**src/hw/rtl/pdsm_pkg.sv**
```systemverilog
// ----------------------------------------------------------------------------
// pdsm_pkg
// shared types and constants for the position drive stuck monitor
// ----------------------------------------------------------------------------
package pdsm_pkg;

   localparam int CSR_INDEX_W = 2;
   localparam int CSR_DATA_W  = 10;
   localparam int BAND_W      = 10;
   localparam int COUNT_W     = 8;
   localparam int FAULT_W     = 2;
   localparam int RSP_DATA_W  = 8;

   localparam logic [CSR_INDEX_W-1:0] CSR_BACKLASH_BAND   = 2'd0;
   localparam logic [CSR_INDEX_W-1:0] CSR_MOTION_DEADBAND = 2'd1;
   localparam logic [CSR_INDEX_W-1:0] CSR_STUCK_TICKS     = 2'd2;
   localparam logic [CSR_INDEX_W-1:0] CSR_SETTLE_TICKS    = 2'd3;

   localparam logic [FAULT_W-1:0] FAULT_NONE      = 2'd0;
   localparam logic [FAULT_W-1:0] FAULT_STUCK_FWD = 2'd1;
   localparam logic [FAULT_W-1:0] FAULT_STUCK_BWD = 2'd2;
   localparam logic [FAULT_W-1:0] FAULT_NO_MOTION = 2'd3;

   localparam logic [COUNT_W-1:0] COUNT_MAX = '1;

   typedef struct packed {
      logic [BAND_W-1:0]  backlash_band;
      logic [BAND_W-1:0]  motion_deadband;
      logic [COUNT_W-1:0] stuck_ticks;
      logic [COUNT_W-1:0] settle_ticks;
   } cfg_type;

   typedef struct packed {
      logic               prev_dir;
      logic [COUNT_W-1:0] reverse_count;
      logic [COUNT_W-1:0] still_count;
      logic [COUNT_W-1:0] settle_count;
      logic               reached;
      logic [FAULT_W-1:0] fault;
      logic               running;
   } state_type;

   function automatic logic [COUNT_W-1:0] sat_inc(input logic [COUNT_W-1:0] c);
      return (c == COUNT_MAX) ? c : c + COUNT_W'(1);
   endfunction

endpackage

```
**src/hw/rtl/position_drive_stuck_monitor.sv**
```systemverilog
// ----------------------------------------------------------------------------
// position_drive_stuck_monitor
// drive direction, stop and stuck-fault monitor for one positioning axis
// rsp path: the req transfer is captured in the input reg, then the result reg drives rsp valid
// throughput: one tick per cycle while the rsp side is not stalled, set by the combinational step logic
// a stalled rsp side holds the result reg and then the input reg
// reset: synchronous, clears state, counters and fault; control registers take defaults
// ----------------------------------------------------------------------------
module position_drive_stuck_monitor import pdsm_pkg::*; #(
   parameter int POS_BITS = 16
) (
   input  logic                                   clock,
   input  logic                                   reset,
   // actual_pos, goal_pos, smoothed_pos, limit_low, limit_high, zero pad
   input  logic [((3*POS_BITS+2+7)/8)*8-1:0]      req_tdata,
   input  logic                                   req_tvalid,
   output logic                                   req_tready,
   // drive_dir, drive_on, reached_flag, fault_code[1:0], zero pad
   output logic [RSP_DATA_W-1:0]                  rsp_tdata,
   output logic                                   rsp_tvalid,
   input  logic                                   rsp_tready,
   input  logic                                   csr_valid,
   output logic                                   csr_ready,
   input  logic [CSR_INDEX_W-1:0]                 csr_index,
   input  logic [CSR_DATA_W-1:0]                  csr_data
);

   logic                       in_valid_ff;
   logic signed [POS_BITS-1:0] in_pos_ff;
   logic signed [POS_BITS-1:0] in_goal_ff;
   logic signed [POS_BITS-1:0] in_smooth_ff;
   logic                       in_lo_ff;
   logic                       in_hi_ff;
   cfg_type                    cfg_ff;
   state_type                  st_ff;
   state_type                  st_in;
   logic signed [POS_BITS-1:0] prev_smoothed_ff;
   logic                       rsp_valid_ff;
   logic [RSP_DATA_W-1:0]      rsp_data_ff;
   logic [RSP_DATA_W-1:0]      rsp_data_in;
   logic                       step_go;
   logic                       update_prev;
   logic                       dir;

   assign step_go    = in_valid_ff && (!rsp_valid_ff || rsp_tready);
   assign req_tready = !in_valid_ff || step_go;
   assign csr_ready  = 1'b1;
   assign rsp_tvalid = rsp_valid_ff;
   assign rsp_tdata  = rsp_data_ff;

   pdsm_step #(
      .POS_BITS(POS_BITS)
   ) u_step (
      .cfg          (cfg_ff),
      .st_cur       (st_ff),
      .prev_smoothed(prev_smoothed_ff),
      .actual_pos   (in_pos_ff),
      .goal_pos     (in_goal_ff),
      .smoothed_pos (in_smooth_ff),
      .limit_low    (in_lo_ff),
      .limit_high   (in_hi_ff),
      .st_nxt       (st_in),
      .update_prev  (update_prev),
      .drive_dir    (dir)
   );

   assign rsp_data_in = RSP_DATA_W'({st_in.fault, st_in.reached, st_in.running, dir});

   // input register
   always_ff @(posedge clock) begin
      if (reset) begin
         in_valid_ff <= 1'b0;
      end else if (req_tready) begin
         in_valid_ff <= req_tvalid;
      end
      if (req_tready && req_tvalid) begin
         in_pos_ff    <= req_tdata[POS_BITS-1:0];
         in_goal_ff   <= req_tdata[2*POS_BITS-1:POS_BITS];
         in_smooth_ff <= req_tdata[3*POS_BITS-1:2*POS_BITS];
         in_lo_ff     <= req_tdata[3*POS_BITS];
         in_hi_ff     <= req_tdata[3*POS_BITS+1];
      end
   end

   // control registers
   always_ff @(posedge clock) begin
      if (reset) begin
         cfg_ff.backlash_band   <= BAND_W'(2);
         cfg_ff.motion_deadband <= BAND_W'(1);
         cfg_ff.stuck_ticks     <= COUNT_W'(10);
         cfg_ff.settle_ticks    <= COUNT_W'(5);
      end else if (csr_valid) begin
         case (csr_index)
            CSR_BACKLASH_BAND:   cfg_ff.backlash_band   <= csr_data;
            CSR_MOTION_DEADBAND: cfg_ff.motion_deadband <= csr_data;
            CSR_STUCK_TICKS:     cfg_ff.stuck_ticks     <= csr_data[COUNT_W-1:0];
            CSR_SETTLE_TICKS:    cfg_ff.settle_ticks    <= csr_data[COUNT_W-1:0];
            default: begin
            end
         endcase
      end
   end

   // tick state and result register
   always_ff @(posedge clock) begin
      if (reset) begin
         st_ff            <= '0;
         prev_smoothed_ff <= '0;
         rsp_valid_ff     <= 1'b0;
      end else begin
         if (step_go) begin
            st_ff <= st_in;
            if (update_prev) begin
               prev_smoothed_ff <= in_smooth_ff;
            end
         end
         if (step_go) begin
            rsp_valid_ff <= 1'b1;
         end else if (rsp_tready) begin
            rsp_valid_ff <= 1'b0;
         end
      end
      if (step_go) begin
         rsp_data_ff <= rsp_data_in;
      end
   end

endmodule

```
**src/hw/rtl/pdsm_step.sv**
```systemverilog
// ----------------------------------------------------------------------------
// pdsm_step
// one control tick: direction, stop checks, drive enable and fault detection
// ----------------------------------------------------------------------------
module pdsm_step import pdsm_pkg::*; #(
   parameter int POS_BITS = 16
) (
   input  cfg_type                    cfg,
   input  state_type                  st_cur,
   input  logic signed [POS_BITS-1:0] prev_smoothed,
   input  logic signed [POS_BITS-1:0] actual_pos,
   input  logic signed [POS_BITS-1:0] goal_pos,
   input  logic signed [POS_BITS-1:0] smoothed_pos,
   input  logic                       limit_low,
   input  logic                       limit_high,
   output state_type                  st_nxt,
   output logic                       update_prev,
   output logic                       drive_dir
);

   localparam int CW = POS_BITS + 12;

   logic signed [CW-1:0] pos_x;
   logic signed [CW-1:0] tgt_x;
   logic signed [CW-1:0] band_x;
   logic signed [CW-1:0] dz_x;
   logic signed [CW-1:0] delta_x;
   logic                 far_low;
   logic                 far_high;
   logic                 moving_dn;
   logic                 moving_up;
   logic                 no_motion;
   logic [COUNT_W-1:0]   settle_base;

   assign pos_x     = CW'(actual_pos);
   assign tgt_x     = CW'(goal_pos);
   assign band_x    = CW'($signed({1'b0, cfg.backlash_band}));
   assign dz_x      = CW'($signed({1'b0, cfg.motion_deadband}));
   assign delta_x   = CW'(smoothed_pos) - CW'(prev_smoothed);
   assign far_low   = (pos_x + band_x) < tgt_x;
   assign far_high  = pos_x > (tgt_x + band_x);
   assign moving_dn = delta_x < -dz_x;
   assign moving_up = delta_x > dz_x;
   assign no_motion = (delta_x == '0) || ((delta_x > -dz_x) && (delta_x < dz_x));
   assign drive_dir = actual_pos < goal_pos;
   assign settle_base = (drive_dir != st_cur.prev_dir) ? '0 : st_cur.settle_count;

   always_comb begin
      st_nxt              = st_cur;
      st_nxt.prev_dir     = drive_dir;
      st_nxt.settle_count = settle_base;
      update_prev         = 1'b0;
      if ((drive_dir && limit_high) || (!drive_dir && limit_low)) begin
         st_nxt.running = 1'b0;
         st_nxt.reached = 1'b1;
      end else if (actual_pos == goal_pos) begin
         st_nxt.running       = 1'b0;
         st_nxt.reached       = 1'b1;
         st_nxt.fault         = FAULT_NONE;
         st_nxt.reverse_count = '0;
         st_nxt.still_count   = '0;
         st_nxt.settle_count  = '0;
      end else begin
         update_prev = 1'b1;
         if (far_low || far_high || !st_cur.reached) begin
            st_nxt.running = 1'b1;
            st_nxt.reached = 1'b0;
         end
         // wrong-way motion check
         if (far_low) begin
            if (moving_dn) begin
               st_nxt.reverse_count = sat_inc(st_cur.reverse_count);
               if (sat_inc(st_cur.reverse_count) >= cfg.stuck_ticks) begin
                  st_nxt.fault   = FAULT_STUCK_FWD;
                  st_nxt.running = 1'b0;
               end
            end else if (moving_up) begin
               st_nxt.reverse_count = '0;
            end
         end else if (far_high) begin
            if (moving_up) begin
               st_nxt.reverse_count = sat_inc(st_cur.reverse_count);
               if (sat_inc(st_cur.reverse_count) >= cfg.stuck_ticks) begin
                  st_nxt.fault   = FAULT_STUCK_BWD;
                  st_nxt.running = 1'b0;
               end
            end else if (moving_dn) begin
               st_nxt.reverse_count = '0;
            end
         end
         // no-motion check after settling
         if (settle_base < cfg.settle_ticks) begin
            st_nxt.settle_count = settle_base + COUNT_W'(1);
         end else if (no_motion && !st_nxt.reached) begin
            st_nxt.still_count = sat_inc(st_cur.still_count);
            if (sat_inc(st_cur.still_count) >= cfg.stuck_ticks) begin
               st_nxt.fault   = FAULT_NO_MOTION;
               st_nxt.running = 1'b0;
            end
         end else begin
            st_nxt.still_count = '0;
         end
      end
   end

endmodule

```
**config.mk**
```make
export PLATFORM = sky130hd
export DESIGN_NAME = position_drive_stuck_monitor
export DESIGN_NICKNAME = d
export VERILOG_FILES = /design/src/hw/rtl/pdsm_pkg.sv /design/src/hw/rtl/position_drive_stuck_monitor.sv /design/src/hw/rtl/pdsm_step.sv
export SDC_FILE = /design/constraint.sdc
export NUM_CORES = 1
export LEC_CHECK = 0
export BUFFER_PORTS_ARGS = -buffer_cell sky130_fd_sc_hd__buf_2
export CAP_MARGIN = 20
export CORE_MARGIN = 2
export CORE_UTILIZATION = 60
export CTS_CLUSTER_DIAMETER = 30
export DETAILED_ROUTE_END_ITERATION = 7
export PLACE_DENSITY = 0.79
export RECOVER_POWER = 100
export SLEW_MARGIN = 20
export SYNTH_ARGS = -nofsm -noshare
export SYNTH_HDL_FRONTEND = slang
export SYNTH_SLANG_ARGS = --single-unit
```
**constraint.sdc**
```tcl
create_clock -name clock -period 7.9 [get_ports clock]
set_clock_uncertainty 0.2 [all_clocks]
set_input_delay 0.395 -clock clock [delete_from_list [all_inputs] [get_ports clock]]
set_output_delay 0.395 -clock clock [all_outputs]
set_load 0.02 [all_outputs]
```
## Word level (Yosys, flattened, before mapping)

Index checks and enable logic that the tools add are counted.

| storage, ports and cells | value |
|---|---|
| flip-flop bits (word level) | 138 |
| bits in latches | 0 |
| memory bits (writable) | 0 |
| bits in read-only memories | 0 |
| input bits | 73 |
| output and inout bits | 11 |
| word-level logic and storage cells | 111 |
| memories | 0 |

| operators by class | value |
|---|---|
| add/sub/neg operators | 7 |
| multiply operators | 0 |
| div/mod/pow operators | 0 |
| magnitude comparators | 10 |
| eq/ne operators | 10 |
| shift-type cells | 0 |
| multiplexer cells | 35 |
| bitwise logic cells | 1 |
| reductions and logical operators | 28 |

Operators by type and width:

| kind | count |
|---|---|
| two-way mux 8 bit | 13 |
| adder 16 x 11 -> 17 bit | 2 |
| > comparator 28 x 11 -> 1 bit | 1 |
| > comparator 28 bit | 1 |
| zero test 28 bit | 1 |
| < comparator 28 x 11 -> 1 bit | 1 |
| < comparator 28 bit | 1 |
| two-way mux 28 bit | 1 |
| negator 10 -> 28 bit | 1 |
| two-way mux 3 bit | 9 |
| adder 8 x 1 -> 8 bit, second input constant | 3 |
| > comparator 16 x 17 -> 1 bit | 1 |
| < comparator 17 x 16 -> 1 bit | 1 |
| subtractor 16 x 16 -> 17 bit | 1 |
| == test 16 bit | 1 |
| == test 8 bit, second input constant | 2 |
| greater-or-equal comparator 8 bit | 2 |
| < comparator 16 bit | 1 |
| two-way mux 1 bit | 11 |
| AND reduction 2 bit | 5 |
| < comparator 8 bit | 1 |
| != test 4 bit, second input constant | 2 |
| logical AND 1 bit | 6 |
| logical OR 1 bit | 6 |
| 12 further kinds | 17 |

## Longest topological paths before layout

Gate-level depths: netlist of the first run.

| logic depth | value |
|---|---|
| depth after elaboration | 15 |
| gate-level depth with buffers | 22 |
| gate-level depth less buffers | 22 |

## Hierarchy

A second synthesis of the first run with hierarchy kept.

| unflattened totals | value |
|---|---|
| cell total of the unflattened synthesis | 1250 |
| area, all modules | 10963.0 µm² |

Modules (own cells, without submodules):

| module | instances | cells each | area each (µm²) | seq. area each (µm²) |
|---|---|---|---|---|
| pdsm_step | 1 | 830 | 5864.4 | 0.0 |
| position_drive_stuck_monitor | 1 | 420 | 5098.6 | 3313.2 |

## Worst setup path after synthesis of the first run

OpenSTA, ideal clock, no wires.

| timing | value |
|---|---|
| kind | reg2reg |
| start | register in_goal_ff[0] |
| end | register rsp_data_ff[3] (netlist: rsp_tdata[3]), data pin |
| library setup time | 0.274 ns |
| arrival | 4.222 ns |
| required time | 7.426 ns |
| path slack | 3.204 ns |
| stages on the path, launching flop included | 22 |
| path buffers | 0 |
| clock period less this slack | 4.696 ns |
| cell sequence | edfxtp_1 ha_1 inv_1 fa_1 nor2b_1 o21ai_0 a21oi_1 o21ai_0 a21boi_0 o21ai_0 a211o_1 a211oi_1 xnor2_1 ha_1 nand3_1 nor4_1 o21ai_0 a31o_2 nand3b_1 nor4b_1 or2_1 a311oi_1 |

RTL lines:

| element | RTL line | text |
|---|---|---|
| start, declared | position_drive_stuck_monitor.sv:30 | `logic signed [POS_BITS-1:0] in_goal_ff;` |
| start signal, assigned | position_drive_stuck_monitor.sv:78 | `in_goal_ff <= req_tdata[2*POS_BITS-1:POS_BITS];` |
| end signal, assigned | position_drive_stuck_monitor.sv:124 | `rsp_data_ff <= rsp_data_in;` |
| end, declared | position_drive_stuck_monitor.sv:39 | `logic [RSP_DATA_W-1:0] rsp_data_ff;` |

## Final worst setup path of the first run

| timing | value |
|---|---|
| start | register cfg_ff[26] (netlist bit) |
| end | register st_ff[20] (netlist bit) |

| between the ends | value |
|---|---|
| cells in the longest elaborated chain, start to end | 4 |
| elaborated cells between the ends (all ways) | 10 |
| those cells by class | add/sub: 2; order compare: 2; eq/ne: 2; mux: 2; reduce/logical: 2 |

RTL lines:

| element | RTL line | text |
|---|---|---|
| start, declared | position_drive_stuck_monitor.sv:34 | `cfg_type cfg_ff;` |
| adder 16 x 11 -> 17 bit (on tied branches) | pdsm_step.sv:40, pdsm_step.sv:41 |  |
| < comparator 17 x 16 -> 1 bit / > comparator 16 x 17 -> 1 bit (equally long branches) | pdsm_step.sv:40, pdsm_step.sv:41 |  |
| != test 4 bit (no source line), or another cell as far along | - |  |
| AND reduction 5 bit (no source line) / two-way mux 28 bit (equally long branches) | - |  |
| end signal, assigned | position_drive_stuck_monitor.sv:112 | `st_ff <= st_in;` |
| end, declared | position_drive_stuck_monitor.sv:35 | `state_type st_ff;` |

Parallel ways exist; a longest one is shown, timed or not.
A chain may end at the register's enable or synchronous reset.

==> results.toml, run 1 <==
[outcome]
violations = "max-capacitance violations, max-slew violations"
status = "finished with violations"

[power_and_ir_drop]
p_leak_nw = 5.21
powerDensity_mw_per_mm2 = 176
total_power_mw = 2.12
ir_drop_v = 0.000175

[sta]
rsz0062_at_grt = "no"
worst_pin_slew_ns = 3.19
maxSlewViolCount = 121
finalSetupTns_ns = 0
fmax_mhz = 158
setup-violations-final = 0
slew_headroom_pct = -112
hold_viol_final = 0
finalCritPeriodShare_pct = 79.9
fin_crit_ns = 6.31

[floorplanning]
die_y_um = 135
die_w_um = 135
io_pins = 84
row_count = 48
fp.coreArea_mm2 = 0.0171
fp.dieArea_mm2 = 0.0183
initial_core_util_pct = 60.5

[yosys]
synthArstFlopShare_pct = 0
synth_top_area_share_pct = 17.8
synth_cell_types = 79
synth-main-ff-cell = "dfxtp_1"
synth_edf_count = 55
yosysSeqAreaShare_pct = 32.0
yosys_warnings = 0
synth_top_cell_by_area = "ha_1"
netlist_area_mm2 = 0.0104
synth-seq-cells = 138
syn_area_per_cell_um2 = 8.65
synthCells = 1198
ys_top_cells_by_area = "ha_1, dfxtp_1, edfxtp_1"

[global_route]
grt_antenna_before_repair = 0
grt_pass1_vias = 8891
grt_first_pass_wirelength_um = 42000
grt-ovfl-total = 0
grt_max_degree = 70
grt_usage_pct = 28.5

[worst_setup_path]
worst-r2r-setup-slack_ns = 1.59
worstPathArrival_ns = 6.43
critical_path_class = "reg -> reg"
start_kind = "flip-flop"
critPathMaxFanout = 8
cp.required_ns = 8.02
worstRegToRegCells = 21
cp-end-kind = "flip-flop"

[cells_and_area]
antenna_cells = 0
fin_cells = 1555
layout_common_cells = "ha_1, nand2_1, inv_1"
nets = 1540
area_growth_syn_to_layout_pct = 16.1
drive_above_1_share_pct = 8.72
mostFrequentLayoutCell = "ha_1"

[clock_network]
clkLatencyLatePin_ns = 0.43
post_cts_resize_count = 0
root_buffer = "clkbuf_16"
clk_transition_reported_paths_ns = 0.06
cts_sinks = 138
numCtsBuffers = 17
clock_path_buffers = 2
postCtsHoldBufs = 51
postCtsSetupBuffers = 0
htreeDepth = 4
cts_tree = "done"

[drt]
wl_per_cell_um = 16.5
route.detailed.drc = 0
viasPerCell = 6.04
wl_um = 25700
ant_nets = 0
first_pass_iters = 5
vias = 9386
drtIter0Drc = 723

[min_path]
hold_class = "in -> reg"
hold_depth = 3

[place]
routabilityCongestion = 0.907
place_hpwl_um = 18800
portBuffers = 73
dpl.cell_count = 1472

[flow_run]
drv_cap = 2
-- report_power, final --
group          switching, mW  total, mW  internal (mW)  leakage (nW)
sequential            0.0249      0.801          0.777          1.21
clock                  0.329      0.839          0.510         0.297
combinational          0.285      0.480          0.196          3.70
total                  0.638       2.12           1.48          5.21
-- flip-flops by register name, indices dropped and copies added, names as in the netlist --
| register | cells |
|---|---|
| in_pos_ff | 16 |
| in_goal_ff | 16 |
| st_ff | 29 |
| prev_smoothed_ff | 16 |
| in_valid_ff | 1 |
| rsp_tvalid | 1 |
| rsp_tdata | 5 |
| cfg_ff | 36 |
| in_hi_ff | 1 |
| in_smooth_ff | 16 |
| in_lo_ff | 1 |
-- stage by stage --
step           util, %  hold slack [ns]  worst slack [ns]  instance area (um2)
4_1_cts           70.4           0.0210              1.92                12100
5_1_grt           70.3           0.0464              1.15                12000
6_report          70.3           0.0288              1.59                12000
3_5_place_dp      63.8            0.248              1.96                10900
3_3_place_gp      63.8            0.242              2.12                10900
2_1_floorplan        -            0.236              3.20                10400
-- cell type report --
type | instances | area, um2
timing repair buffer | 129 | 893
clock inverter | 12 | 166
inverter | 100 | 375
tap | 225 | 282
multi-input combinational | 931 | 6550
sequential | 138 | 3310
fill | 1371 | 5090
clock buffer | 20 | 447
-- path summary, 6_finish.rpt --
check,from,endpoint
max,cfg_ff[26]$_SDFFE_PP0P_,st_ff[20]$_SDFFE_PP0P_
min,csr_data[9],cfg_ff[25]$_SDFFE_PP0P_
max reg2reg,cfg_ff[26]$_SDFFE_PP0P_,st_ff[20]$_SDFFE_PP0P_
min reg2reg,prev_smoothed_ff[5]$_SDFFE_PP0P_,prev_smoothed_ff[5]$_SDFFE_PP0P_
-- worst max-delay path, stage by stage, from the launching register on --
cell and delay (ns):
dfxtp_1 0.36, ha_1 0.18, inv_1 0.06, fa_1 0.44, nor2b_1 0.20, o21ai_0 0.16
a21boi_0 0.28, o21ai_0 0.16, a21boi_0 0.28, o21ai_0 0.19, a211oi_1 0.47, o21ai_0 0.19
xnor2_1 0.16, ha_1 0.30, nand2_1 0.07, a211oi_1 0.22, nand2_1 0.09, o21ai_0 0.67
o32ai_1 0.26, o21ai_0 0.86, nor3b_1 0.11, a211o_1 0.29
-- per-layer routing --
layer | share of wire (%) | global-route usage (%)
met1 | 45 | 37.3
met2 | 47 | 47.7
met3 | 5.7 | 5.72
met4 | 2.1 | 9.03
met5 | 0 | 0
-- Yosys cell counts (all sizes together), types with 19 or more instances --
library cell  instances
nor2                 97
xnor2                39
mux2i                19
inv                 100
a21oi                98
clkbuf               21
nor2b                19
ha                  147
nand3                52
a21o                 24
edfxtp               55
dfxtp                83
nand2               107
o21ai                53
nand4                21
-- cell families after synthesis --
group	synth area share, %
adder cells (fa/ha/maj)	18.3
AO/OA/AOI/OAI	19.3
other	0.0725
multiplexers	1.94
buffers and inverters	4.90
XOR/XNOR	4.31
AND/OR/NAND/NOR	19.2
flip-flops	32.0
Note: power is estimated with default switching activity, not from simulation.
==> run 2: changes to the inputs <==
ABC_AREA = 1   (was not set)
clock period = 6.2 ns   (was 7.9 ns; I/O delays follow)
==> results.toml, run 2 <==
[global_route]
grt_max_degree = 58
grt_usage_pct = 26.7
grt_antenna_before_repair = 0
grt_first_pass_wirelength_um = 39600
grt_pass1_vias = 8681
grt-ovfl-total = 0

[place]
place_ws_ns = 0.807
portBuffers = 73
routabilityCongestion = 0.909
placed_cell_area_mm2 = 0.0110
place_hpwl_um = 17600

[worst_setup_path]
critical_path_class = "reg -> reg"
worstPathArrival_ns = 5.66
slowest_stage = "o21ai_0"
slowest_delay_ns = 0.46
path_depth = 29
critPathMaxFanout = 9
start_kind = "flip-flop"
cp.required_ns = 6.24
worstRegToRegCells = 29
cp_num_buf_inv = 3
cp-end-kind = "flip-flop"
crit_family = "compound AO/OA/AOI/OAI gates"

[power_and_ir_drop]
clockPowerShare_pct = 35.8
powerDensity_mw_per_mm2 = 228
p_int_mw = 1.84
seqPwrFrac_pct = 37.3
ir_drop_v = 0.000274
switchingPower_uw = 923
comb_power_share_pct = 26.9
p_sw_share_pct = 33.5
p_leak_nw = 5.72

[drt]
vias = 9267
viasPerCell = 5.34
drtIter0Drc = 557
wl_um = 24100
first_pass_iters = 5
wl_per_cell_um = 13.8
ant_nets = 0
route.detailed.drc = 0

[floorplanning]
row_count = 48
die_w_um = 136
io_pins = 84
fp.dieArea_mm2 = 0.0185
fp.coreArea_mm2 = 0.0172
initial_core_util_pct = 61.0
die_y_um = 136

[sta]
finalSetupTns_ns = 0
fin_crit_ns = 5.62
maxSlewViolCount = 109
setup-violations-final = 0
worst_pin_slew_ns = 2.23
fmax_mhz = 178
slew_headroom_pct = -49.5
fin_ws_ns = 0.577
hold_viol_final = 0
finalCritPeriodShare_pct = 90.7
rsz0062_at_grt = "no"

[flow_run]
drv_cap = 3

[cells_and_area]
register_area_mm2 = 0.00331
final_util_pct = 70.5
drive_above_1_share_pct = 9.52
largest_reg_flops = 36
fillers = 1391
top_regs = "cfg_ff x36, st_ff x29"
layout_common_cells = "nand2_1, inv_1, ha_1"
area_growth_syn_to_layout_pct = 15.5
fin_area_mm2 = 0.0121
antenna_cells = 0
nets = 1722
multiInputGateArea_mm2 = 0.00615
mostFrequentLayoutCell = "nand2_1"
regMostFlops = "cfg_ff"

[clock_network]
clk_transition_reported_paths_ns = 0.06
clkLatencyLatePin_ns = 0.43
cts_tree = "done"
numCtsBuffers = 17
root_buffer = "clkbuf_16"
cts_sinks = 138
clock_path_buffers = 2
htreeDepth = 4
post_cts_resize_count = 0

[yosys]
netlist_area_mm2 = 0.0105
synthCells = 1371
synth_most_common_cell = "nand2_1"
yosys_warnings = 0
synth_top_cell_by_area = "ha_1"
synth-main-ff-cell = "dfxtp_1"
ys_top_cells_by_area = "ha_1, dfxtp_1, edfxtp_1"
synth-seq-cells = 138
yosysSeqAreaShare_pct = 31.6
synth_cell_types = 51
synthArstFlopShare_pct = 0
synth_top_cells_by_count = "nand2_1, inv_1, ha_1"
synth_edf_count = 55
synth_top_area_share_pct = 17.5
syn_area_per_cell_um2 = 7.65

[outcome]
violations = "max-capacitance violations, max-slew violations"
status = "finished with violations"

[min_path]
hold_depth = 3
hold_class = "in -> reg"
-- run 2: changes by cell type in the layout (fill, tap and decap cells not counted), moves of 24 or more --
cell,change
a21oi_1,+43
xnor2_1,-31
a21o_1,-24
nand2_1,+120
o21ai_0,+42
xor2_1,+31
inv_1,+118
-- run 2: timing repair --
| action | CTS | global route |
|---|---|---|
| hold endpoints to repair | 62 | 0 |
| hold buffers | 58 | 0 |
| buffers inserted | 0 | 0 |
-- run 2: path summary, 6_finish.rpt --
check | startpoint | to | slack, ns
max reg2reg | in_goal_ff[0]$_DFFE_PP_ | st_ff[21]$_SDFFE_PP0P_ | 0.58
min | csr_data[4] | cfg_ff[30]$_SDFFE_PP0P_ | 0.04
min reg2reg | prev_smoothed_ff[3]$_SDFFE_PP0P_ | prev_smoothed_ff[3]$_SDFFE_PP0P_ | 0.26
max | in_goal_ff[0]$_DFFE_PP_ | st_ff[21]$_SDFFE_PP0P_ | 0.58
-- run 2: cell type report --
type	count	area share (%)
clock buffers	20	3.88
clock inverters	12	0.817
inverters	225	7.02
multi-input cells	984	50.8
flip-flops and latches	138	27.4
well taps	225	2.33
repair buffers	133	7.78
-- run 2: power groups by stage --
stage / clock, mW / combinational [mW] / sequential [mW]
after floorplan: 0 / 0.544 / 1.04
after global placement: 0 / 0.681 / 1.05
after detailed placement: 0 / 0.704 / 1.05
after CTS: 1.01 / 0.741 / 1.03
after global routing: 1.04 / 0.851 / 1.03
final: 0.989 / 0.741 / 1.03
-- run 2: stage by stage --
step                power (mW)  std cells  hold WS, ns
floorplan                 1.58       1373        0.209
CTS                       2.77       1737       0.0234
finish                    2.76       1737       0.0354
global placement          1.73       1647        0.244
detailed placement        1.75       1647        0.253
global route              2.92       1737       0.0437
-- run 2: worst reg2reg max path: cells and delay by family, from the launching register on --
kind / cells / cell delay [ns]
buffers and inverters: 3 / 0.36
adders and majority gates: 3 / 0.89
AOI/OAI and AO/OA: 10 / 1.80
DFF: 1 / 0.39
and+or+nand+nor: 12 / 1.57
xor gates and xnor gates: 1 / 0.21
-- run 2: cells by family after synthesis --
logic type / after synthesis / share of synthesized area (%)
simple gates: 497 / 21.7
compound gates: 281 / 14.5
buf+inv: 251 / 9.50
fa+ha+maj: 150 / 18.1
flops: 138 / 31.6
xor+xnor: 52 / 4.42
other cells: 2 / 0.0717
-- run 2: layer usage --
| layer | vias up | share of wire, % | wire (um) | global-route usage (%) |
|---|---|---|---|---|
| li1 | 4829 | - | - | - |
| met4 | 0 | 2.6 | 618 | 10.6 |
| met5 | - | 0 | 0 | 0 |
| met1 | 4164 | 45 | 10700 | 33.1 |
| met3 | 50 | 4.0 | 958 | 4.40 |
| met2 | 224 | 49 | 11800 | 46.2 |
